==> src/hdl/iba_pkg.sv <==
package iba_pkg;

	// Field widths of the item payloads and the configuration register.
	localparam int ID_W     = 17;
	localparam int BASE_W   = 16;
	localparam int STATUS_W = 2;

	// Bitmap rows held in the RAM: 128 bits, scanned one row per cycle.
	localparam int ROW_BITS  = 128;
	localparam int ROW_BYTES = ROW_BITS / 8;
	localparam int BIT_W     = 7;
	localparam int BYTE_W    = 4;

	// Command codes.
	localparam logic CMD_ALLOC   = 1'b0;
	localparam logic CMD_RELEASE = 1'b1;

	// Result status codes.
	localparam logic [STATUS_W-1:0] ST_OK    = 2'd0;
	localparam logic [STATUS_W-1:0] ST_FULL  = 2'd1;
	localparam logic [STATUS_W-1:0] ST_RANGE = 2'd2;

	// Position of the lowest clear bit in a row, found first by byte and then
	// by bit inside that byte. Only meaningful when the row has a clear bit.
	function automatic logic [BIT_W-1:0] lowest_clear(input logic [ROW_BITS-1:0] row);
		logic [BYTE_W-1:0] byte_sel;
		logic [2:0]        bit_sel;
		logic [7:0]        byte_val;
		byte_sel = '0;
		bit_sel  = '0;
		for (int k = ROW_BYTES - 1; k >= 0; k--) begin
			if (!(&row[8*k +: 8])) begin
				byte_sel = BYTE_W'(k);
			end
		end
		byte_val = row[8*byte_sel +: 8];
		for (int b = 7; b >= 0; b--) begin
			if (!byte_val[b]) begin
				bit_sel = 3'(b);
			end
		end
		return {byte_sel, bit_sel};
	endfunction

endpackage

==> src/hdl/iba_req_if.sv <==
interface iba_req_if;
	logic                     valid;
	logic                     ready;
	logic                     cmd;
	logic [iba_pkg::ID_W-1:0] release_id;

	modport source(output valid, cmd, release_id, input ready);
	modport sink(input valid, cmd, release_id, output ready);
endinterface

==> src/hdl/iba_rsp_if.sv <==
interface iba_rsp_if;
	logic                         valid;
	logic                         ready;
	logic [iba_pkg::ID_W-1:0]     granted_id;
	logic [iba_pkg::STATUS_W-1:0] status;

	modport source(output valid, granted_id, status, input ready);
	modport sink(input valid, granted_id, status, output ready);
endinterface

==> src/hdl/id_bitmap_allocator_core.sv <==
// Allocate: the 128-bit bitmap rows are read in turn from row 0 until one with a free
// identifier is found, and the lowest free identifier is granted; a full pool scans every row.
// Release: its row is read, the bit cleared and the row written back; an identifier
// outside the pool is answered without a bitmap access. One item is in work at a time,
// and the next is taken once its result is handed on to the output register.
// Reset clears the per-row valid flags (every identifier free), sets the base to 1.
module id_bitmap_allocator_core #(
	parameter int ID_BYTES = 128
) (
	input  logic                        clk,
	input  logic                        arst_n,
	input  logic                        cfg_we,
	input  logic [iba_pkg::BASE_W-1:0]  cfg_wdata,
	iba_req_if.sink                     req,
	iba_rsp_if.source                   rsp
);
	import iba_pkg::*;

	localparam int ID_BITS   = ID_BYTES * 8;
	localparam int NROWS     = (ID_BYTES + ROW_BYTES - 1) / ROW_BYTES;
	localparam int ROW_AW    = (NROWS > 1) ? $clog2(NROWS) : 1;
	localparam int CNT_W     = $clog2(NROWS + 1);
	localparam int IDX_W     = ROW_AW + BIT_W;
	localparam int LAST_BITS = ID_BITS - (NROWS - 1) * ROW_BITS;

	localparam logic [ROW_AW-1:0] LAST_ROW   = ROW_AW'(NROWS - 1);
	localparam logic [CNT_W-1:0]  ROW_COUNT  = CNT_W'(NROWS);
	localparam logic [ID_W-1:0]   POOL_SIZE  = ID_W'(ID_BITS);
	localparam logic [ROW_BITS-1:0] ONE_ROW  = {{(ROW_BITS-1){1'b0}}, 1'b1};
	// Bits past the end of the pool in the last row read as taken.
	localparam logic [ROW_BITS-1:0] LAST_PAD = ~((ONE_ROW << LAST_BITS) - ONE_ROW);

	localparam logic [2:0] S_IDLE   = 3'd0;
	localparam logic [2:0] S_ALLOC  = 3'd1;
	localparam logic [2:0] S_REL_RD = 3'd2;
	localparam logic [2:0] S_REL_WR = 3'd3;
	localparam logic [2:0] S_RESP   = 3'd4;

	logic [2:0]          state_q;
	logic [BASE_W-1:0]   base_q;
	logic [NROWS-1:0]    row_vld_q;
	logic [CNT_W-1:0]    rd_row_q;
	logic [ROW_AW-1:0]   chk_row_q;
	logic                pend_q;
	logic [IDX_W-1:0]    off_q;
	logic [ID_W-1:0]     res_id_q;
	logic [STATUS_W-1:0] res_st_q;
	logic                out_vld_q;
	logic [ID_W-1:0]     out_id_q;
	logic [STATUS_W-1:0] out_st_q;

	logic                ram_we;
	logic [ROW_AW-1:0]   ram_waddr;
	logic [ROW_BITS-1:0] ram_wdata;
	logic                ram_re;
	logic [ROW_AW-1:0]   ram_raddr;
	logic [ROW_BITS-1:0] ram_rdata;

	logic                accept;
	logic [ID_W:0]       rel_diff;
	logic                rel_bad;
	logic [ROW_AW-1:0]   cur_row;
	logic [ROW_BITS-1:0] cur_data;
	logic [ROW_BITS-1:0] scan_data;
	logic                row_free;
	logic [BIT_W-1:0]    free_bit;
	logic [ID_W-1:0]     grant_sum;
	logic                issue;
	logic                load_out;

	assign accept   = req.valid && req.ready;
	assign req.ready = (state_q == S_IDLE);

	// Range check of a release against the base and the pool size.
	assign rel_diff = {1'b0, req.release_id} - {{(ID_W + 1 - BASE_W){1'b0}}, base_q};
	assign rel_bad  = rel_diff[ID_W] || (rel_diff[ID_W-1:0] >= POOL_SIZE);

	// The row under examination; a row never written reads as all free.
	assign cur_row   = (state_q == S_ALLOC) ? chk_row_q : off_q[BIT_W +: ROW_AW];
	assign cur_data  = row_vld_q[cur_row] ? ram_rdata : '0;
	assign scan_data = cur_data | ((cur_row == LAST_ROW) ? LAST_PAD : '0);
	assign row_free  = !(&scan_data);
	assign free_bit  = lowest_clear(scan_data);
	assign grant_sum = ID_W'({chk_row_q, free_bit}) + ID_W'(base_q);

	assign issue    = (state_q == S_ALLOC) && !(pend_q && (row_free || chk_row_q == LAST_ROW))
		&& (rd_row_q < ROW_COUNT);
	assign load_out = (state_q == S_RESP) && (!out_vld_q || rsp.ready);

	// RAM port control: reads during the scan and the release, at most one write at the end.
	always_comb begin
		ram_re    = 1'b0;
		ram_raddr = rd_row_q[ROW_AW-1:0];
		ram_we    = 1'b0;
		ram_waddr = cur_row;
		ram_wdata = cur_data;
		unique case (state_q)
			S_ALLOC: begin
				ram_re = issue;
				if (pend_q && row_free) begin
					ram_we    = 1'b1;
					ram_wdata = cur_data | (ONE_ROW << free_bit);
				end
			end
			S_REL_RD: begin
				ram_re    = 1'b1;
				ram_raddr = off_q[BIT_W +: ROW_AW];
			end
			S_REL_WR: begin
				ram_we    = 1'b1;
				ram_wdata = cur_data & ~(ONE_ROW << off_q[BIT_W-1:0]);
			end
			default: begin
			end
		endcase
	end

	iba_ram #(
		.WIDTH(ROW_BITS),
		.DEPTH(NROWS)
	) u_map (
		.clk  (clk),
		.we   (ram_we),
		.waddr(ram_waddr),
		.wdata(ram_wdata),
		.re   (ram_re),
		.raddr(ram_raddr),
		.rdata(ram_rdata)
	);

	// Base register.
	always_ff @(posedge clk or negedge arst_n) begin
		if (!arst_n) begin
			base_q <= BASE_W'(1);
		end else if (cfg_we) begin
			base_q <= cfg_wdata;
		end
	end

	// Sequencer for the row scan and the read-modify-write of a release.
	always_ff @(posedge clk or negedge arst_n) begin
		if (!arst_n) begin
			state_q   <= S_IDLE;
			row_vld_q <= '0;
			rd_row_q  <= '0;
			chk_row_q <= '0;
			pend_q    <= 1'b0;
		end else begin
			if (ram_we) begin
				row_vld_q[ram_waddr] <= 1'b1;
			end
			unique case (state_q)
				S_IDLE: begin
					if (accept) begin
						rd_row_q <= '0;
						pend_q   <= 1'b0;
						if (req.cmd == CMD_ALLOC) begin
							state_q <= S_ALLOC;
						end else if (rel_bad) begin
							state_q <= S_RESP;
						end else begin
							state_q <= S_REL_RD;
						end
					end
				end
				S_ALLOC: begin
					if (pend_q && (row_free || chk_row_q == LAST_ROW)) begin
						state_q <= S_RESP;
						pend_q  <= 1'b0;
					end else begin
						pend_q <= issue;
						if (issue) begin
							chk_row_q <= rd_row_q[ROW_AW-1:0];
							rd_row_q  <= rd_row_q + CNT_W'(1);
						end
					end
				end
				S_REL_RD: begin
					state_q <= S_REL_WR;
				end
				S_REL_WR: begin
					state_q <= S_RESP;
				end
				S_RESP: begin
					if (load_out) begin
						state_q <= S_IDLE;
					end
				end
				default: begin
					state_q <= S_IDLE;
				end
			endcase
		end
	end

	// Result of the item in work.
	always_ff @(posedge clk) begin
		if (accept) begin
			off_q    <= rel_diff[IDX_W-1:0];
			res_id_q <= '0;
			res_st_q <= (req.cmd == CMD_RELEASE && rel_bad) ? ST_RANGE : ST_OK;
		end else if (state_q == S_ALLOC && pend_q) begin
			if (row_free) begin
				res_id_q <= grant_sum;
				res_st_q <= ST_OK;
			end else if (chk_row_q == LAST_ROW) begin
				res_st_q <= ST_FULL;
			end
		end
	end

	// Output register; it holds a finished item until the sink takes it.
	always_ff @(posedge clk or negedge arst_n) begin
		if (!arst_n) begin
			out_vld_q <= 1'b0;
		end else if (load_out) begin
			out_vld_q <= 1'b1;
		end else if (rsp.ready) begin
			out_vld_q <= 1'b0;
		end
	end

	always_ff @(posedge clk) begin
		if (load_out) begin
			out_id_q <= res_id_q;
			out_st_q <= res_st_q;
		end
	end

	assign rsp.valid      = out_vld_q;
	assign rsp.granted_id = out_id_q;
	assign rsp.status     = out_st_q;

	// A new item reaches the output only from the response state.
	a_out_from_resp: assert property (@(posedge clk) disable iff (!arst_n)
		$rose(out_vld_q) |-> $past(state_q == S_RESP))
		else $error("output item loaded outside the response state");

	// The bitmap is written only at the end of an allocate or a release.
	a_write_state: assert property (@(posedge clk) disable iff (!arst_n)
		ram_we |-> (state_q == S_ALLOC || state_q == S_REL_WR))
		else $error("bitmap write outside an allocate or release");

	// Only a successful allocate carries a nonzero identifier.
	a_fail_zero: assert property (@(posedge clk) disable iff (!arst_n)
		(out_vld_q && out_st_q != ST_OK) |-> (out_id_q == '0))
		else $error("failed item carries an identifier");

	// The row being checked is always the one read just before.
	a_scan_order: assert property (@(posedge clk) disable iff (!arst_n)
		(state_q == S_ALLOC && pend_q) |-> (CNT_W'(chk_row_q) + CNT_W'(1) == rd_row_q))
		else $error("scan row out of step with the read pointer");

	// The scan never reads past the last row.
	a_scan_bound: assert property (@(posedge clk) disable iff (!arst_n)
		(state_q == S_ALLOC) |-> (rd_row_q <= ROW_COUNT))
		else $error("scan pointer past the last row");

endmodule

==> src/hdl/iba_ram.sv <==
module iba_ram #(
	parameter int WIDTH = 8,
	parameter int DEPTH = 16
) (
	input  logic                                     clk,
	input  logic                                     we,
	input  logic [(DEPTH > 1 ? $clog2(DEPTH) : 1)-1:0] waddr,
	input  logic [WIDTH-1:0]                         wdata,
	input  logic                                     re,
	input  logic [(DEPTH > 1 ? $clog2(DEPTH) : 1)-1:0] raddr,
	output logic [WIDTH-1:0]                         rdata
);

	logic [WIDTH-1:0] mem_q [DEPTH];
	logic [WIDTH-1:0] rdata_q;

	// One write port and one registered read port.
	always_ff @(posedge clk) begin
		if (we) begin
			mem_q[waddr] <= wdata;
		end
		if (re) begin
			rdata_q <= mem_q[raddr];
		end
	end

	assign rdata = rdata_q;

endmodule
==> src/flat_wrapper.sv <==
// flat-port wrapper written by rule: the top's interface ports become plain ports
module id_bitmap_allocator_core_flat import iba_pkg::*;
#(
	parameter int ID_BYTES = 128
)
  (clk, arst_n, cfg_we, cfg_wdata, req_valid, req_cmd, req_release_id, req_ready, rsp_valid, rsp_granted_id, rsp_status, rsp_ready);
  iba_req_if req_i ();
  iba_rsp_if rsp_i ();
  input  logic clk;
  input  logic arst_n;
  input  logic cfg_we;
  input  logic [iba_pkg::BASE_W-1:0] cfg_wdata;
  input wire logic [$bits(req_i.valid)-1:0] req_valid;
  input wire logic [$bits(req_i.cmd)-1:0] req_cmd;
  input wire logic [$bits(req_i.release_id)-1:0] req_release_id;
  output wire logic [$bits(req_i.ready)-1:0] req_ready;
  output wire logic [$bits(rsp_i.valid)-1:0] rsp_valid;
  output wire logic [$bits(rsp_i.granted_id)-1:0] rsp_granted_id;
  output wire logic [$bits(rsp_i.status)-1:0] rsp_status;
  input wire logic [$bits(rsp_i.ready)-1:0] rsp_ready;
  assign req_i.valid = req_valid;
  assign req_i.cmd = req_cmd;
  assign req_i.release_id = req_release_id;
  assign req_ready = req_i.ready;
  assign rsp_valid = rsp_i.valid;
  assign rsp_granted_id = rsp_i.granted_id;
  assign rsp_status = rsp_i.status;
  assign rsp_i.ready = rsp_ready;
  id_bitmap_allocator_core #(.ID_BYTES(ID_BYTES)) u_core (.clk(clk), .arst_n(arst_n), .cfg_we(cfg_we), .cfg_wdata(cfg_wdata), .req(req_i), .rsp(rsp_i));
endmodule
==> config.mk <==
export PLATFORM = sky130hd
export DESIGN_NAME = id_bitmap_allocator_core_flat
export DESIGN_NICKNAME = d
export VERILOG_FILES = /design/src/hdl/iba_pkg.sv /design/src/hdl/iba_req_if.sv /design/src/hdl/iba_rsp_if.sv /design/src/hdl/id_bitmap_allocator_core.sv /design/src/hdl/iba_ram.sv /design/src/flat_wrapper.sv
export SDC_FILE = /design/constraint.sdc
export NUM_CORES = 1
export LEC_CHECK = 0
export BUFFER_PORTS_ARGS = -buffer_cell sky130_fd_sc_hd__buf_2
export CAP_MARGIN = 15
export CORE_MARGIN = 4
export CORE_UTILIZATION = 50
export CTS_BUF_LIST = sky130_fd_sc_hd__clkbuf_8
export DETAILED_ROUTE_END_ITERATION = 6
export PLACE_DENSITY = 0.63
export SYNTH_ARGS = -nofsm -noshare
export SYNTH_HDL_FRONTEND = slang
export SYNTH_HIERARCHICAL = 1
export SYNTH_SLANG_ARGS = --single-unit
==> constraint.sdc <==
create_clock -name clk -period 26.1 [get_ports clk]
set_input_delay 2.61 -clock clk [delete_from_list [all_inputs] [get_ports clk]]
set_output_delay 2.61 -clock clk [all_outputs]
set_load 0.1 [all_outputs]
==> reports/qor.csv <==
stage;metric;value;unit
run_status;status;completed;
sta;setup_viol;0;
power;p_leak;18.2;nW
routing;via_count;28905;
power;p_switching;2.19;mW
yosys;yosys.area.top_type;edfxtp_1;
critical_path;crit_arrival;8.28;ns
placement;dp_hpwl;83.8;mm
die;core-area;102000;um^2
power;pwr-share-clk;0.236;
critical_path;path_cells;mux4_2, mux2_2, nand2_1, and2_4, buf_4, nor2_2, buf_4, nand2_1, o221a_2, nor2b_1, o21ai_0, o21ai_0, o21ai_0, a21oi_1, ha_1, fa_1, or3_1, a22oi_1, nor3_2, a31oi_2, a21boi_2, a311o_1, a31oi_1;
cts;clk_transition_reported_paths;0.06;ns
cts;numCtsBuffers;192;
routing;drc;0;
routing;vias_per_cell;6.49;
layout;final_nets;2999;
worst_hold_path;hold_path_class;reg -> reg;
critical_path;cp-start-kind;register;
power;total_power;6.38;mW
placement;gp_congestion;0.953;
critical_path;rr_worst_depth;23;
sta;finClkSkew;0.0514;ns
routing;drt_iter0_markers;3332;
critical_path;setup.worst_path.class;reg -> reg;
sta;fin_setup_tns;0;ns
yosys;ys.flop_type;edfxtp_1;
sta;min_period;7.50;ns
sta;period_share;0.287;
power;p_comb_frac;0.291;
cts;cts.sinks;1236;
routing;drt-total-wl;140;mm
critical_path;cp-end-kind;register;
layout;fill_cells;7766;
power;swShare;0.343;
layout;drive_gt1_frac;0.233;
sta;worst_pin_slew;1.21;ns
yosys;syn_inst;2767;
yosys;synth_warnings;6;
layout;layoutNonFillerInstCount;4454;
cts;cts_setup_buffers;0;
worst_hold_path;min_delay_path_depth;0;
global_routing;grt_pass1_wl;202;mm
yosys;synth_edf_count;1183;
sta;drv_slew;0;
yosys;synth_top_area_frac;0.690;
layout;design_area;56500;um^2
yosys;synth-seq-cells;1236;
critical_path;crit_required;26.88;ns
critical_path;slowest_stage;and2_4;
sta;max_freq;0.133;GHz
cts;cts_tree;yes;
sta;rsz0062_at_grt;no;
routing;dr.pass1.iters;6;
critical_path;crit_top_cell;o21ai_0;
global_routing;grt_antenna_before_repair;7;
cts;htreeDepth;4;
layout;areaGrowthSynthToFinish;9.76;%
global_routing;first_global_vias;29014;
placement;placed_area;53000;um^2
sta;finalHoldViolCount;0;
routing;wl_per_cell;31.4;um
placement;port_buffers;59;
die;row_count;117;
critical_path;crit_path_max_fanout;88;
routing;final_antenna_net_count;0;
yosys;yosysMostFrequentCell;edfxtp_1;
power;ir_drop;0.0899;mV
die;die_w;329;um
yosys;syn_area;51500;um^2
die;ios;60;
die;start_util;0.505;
power;pwr-share-seq;0.473;
die;fp.dieH;329;um
global_routing;grt_max_degree;157;
yosys;syn_nets;2834;
global_routing;grt_util_all_layers;0.259;
placement;placed_cells;4106;
cts;cts-root-buf;clkbuf_8;
power;p_per_area;113;nW/um^2
global_routing;grt_remaining_overflow;0;
cts;cts_resized;0;
die;dieArea;108000;um^2
cts;clock_latency;0.86;ns
yosys;synth_area_per_cell;18.6;um^2
yosys;synthDistinctLibCells;106;
job;maxCapViolCount;0;
cts;cts_buffer_depth;3;
yosys;synth_area_leaders;edfxtp_1 69%, mux4_2 8.1%, mux4_1 3.7%;
layout;fin_util;0.554;
sta;slew_headroom;0.191;
yosys;yosysSeqAreaShare;0.714;
cts;postCtsHoldBufs;0;
yosys;async_reset_ff_frac;0.0291;
yosys;ys_top_cells_by_count;1,183 x edfxtp_1, 186 x mux4_2, 185 x o21ai_0;
critical_path;slowest_delay;0.89;ns
power;internal_power;4.19;mW
[stage by stage]
step | setup WS [ns] | hold slack (ns)
2_1_floorplan | 14.04 | 0.400
3_3_place_gp | 18.91 | 0.404
3_5_place_dp | 18.83 | 0.412
4_1_cts | 18.81 | 0.427
5_1_grt | 18.21 | 0.443
6_report | 18.60 | 0.422
[power groups by stage]
stage               Sequential, mW  Combinational (mW)  Clock [mW]
floorplan                     3.02                1.26           0
global placement              3.04                1.79           0
detailed placement            3.05                1.84           0
CTS                           3.01                1.85        1.54
global route                  3.03                1.98        1.64
finish                        3.02                1.86        1.50
[worst paths after layout]
| path | start | slack [ns] | end |
|---|---|---|---|
| max | u_core/off_q[9]$_DFFE_PP_ | 18.60 | u_core/res_id_q[14]$_SDFFE_PP0P_ |
| min | u_core/res_st_q[1]$_SDFFCE_PN0P_ | 0.42 | u_core/rsp.status[1]$_DFFE_PP_ |
| max reg2reg | u_core/off_q[9]$_DFFE_PP_ | 18.60 | u_core/res_id_q[14]$_SDFFE_PP0P_ |
| min reg2reg | u_core/res_st_q[1]$_SDFFCE_PN0P_ | 0.42 | u_core/rsp.status[1]$_DFFE_PP_ |
| max in group asynchronous | arst_n | 23.63 | u_core/base_q[5]$_DFFE_PN0P_ |
| min in group asynchronous | arst_n | 1.89 | u_core/state_q[1]$_DFFE_PN0P_ |
[critical path: cells and delay by family, from the launching register on]
kind	cells	cell delay (ns)
mux	2	0.81
fa+ha+maj	2	0.74
compound gates	10	2.22
flops	1	0.54
simple gates	7	1.85
buf+inv	2	1.09
[kinds of logic after synthesis]
kind of cell	Yosys count	share of synthesized area
compound gates	486	0.0600
mux	428	0.154
xor+xnor	10	0.00170
simple gates	398	0.0403
flops	1236	0.714
buf+inv	180	0.0225
fa+ha+maj	29	0.00729
[cells in the final DEF, fill, tap and decap left out, types with 6 or more instances in the layout]
cell type	Yosys	final
ha_1	26	26
bufinv_16	0	6
mux4_1	72	72
mux2i_1	31	31
or3_1	7	7
nor2_4	0	6
a31oi_1	7	7
o22ai_1	134	134
o211ai_1	8	8
nor2_1	71	65
nor4_1	17	17
inv_1	41	102
mux4_2	186	186
dfxtp_1	17	17
dfrtp_1	35	35
a21oi_1	31	31
and4_1	14	14
nand2b_1	11	11
o21a_1	8	8
nor3_1	16	14
mux2_2	139	136
clkinv_2	0	20
nand3_1	50	50
o31ai_1	8	8
edfxtp_1	1183	1183
buf_4	6	47
nand2_1	113	113
and3_1	6	6
nand4_1	41	41
a21o_1	14	14
clkinv_1	1	54
clkbuf_8	13	198
a211oi_1	10	10
nor2b_1	13	13
xnor2_1	6	6
o21ai_0	185	185
buf_2	16	59
a21boi_0	10	10
[state kept, by name, summed over array words and instances, names as in the netlist, 3 cells and up]
name                   count
u_core/off_q              10
u_core/rd_row_q            4
u_core/u_map/mem_q      1024
u_core/state_q             3
u_core/chk_row_q           3
u_core/u_map/rdata       128
u_core/base_q             16
u_core/res_id_q           17
u_core/row_vld_q           8
u_core/rsp.granted_id     17
[area by class of cell]
type / instances / area [um^2] / share of cell area
diodes: 1 / 2.50 / 0.0000443
clock inverters: 149 / 806 / 0.0143
clock buffers: 198 / 2730 / 0.0482
multi-input cells: 1351 / 13700 / 0.242
well taps: 1368 / 1710 / 0.0303
inverters: 44 / 165 / 0.00292
repair buffers: 107 / 668 / 0.0118
flip-flops and latches: 1236 / 36800 / 0.650
[metal layers]
metal | up-vias | wire [um] | share of wire | global-route usage
li1 | 11907 | - | - | -
met1 | 15189 | 57600 | 0.41 | 0.367
met2 | 1507 | 64400 | 0.46 | 0.400
met3 | 300 | 12600 | 0.090 | 0.0571
met4 | 2 | 5020 | 0.036 | 0.0987
met5 | - | 13 | 0.000093 | 0
(Power assumes the default switching activity.)
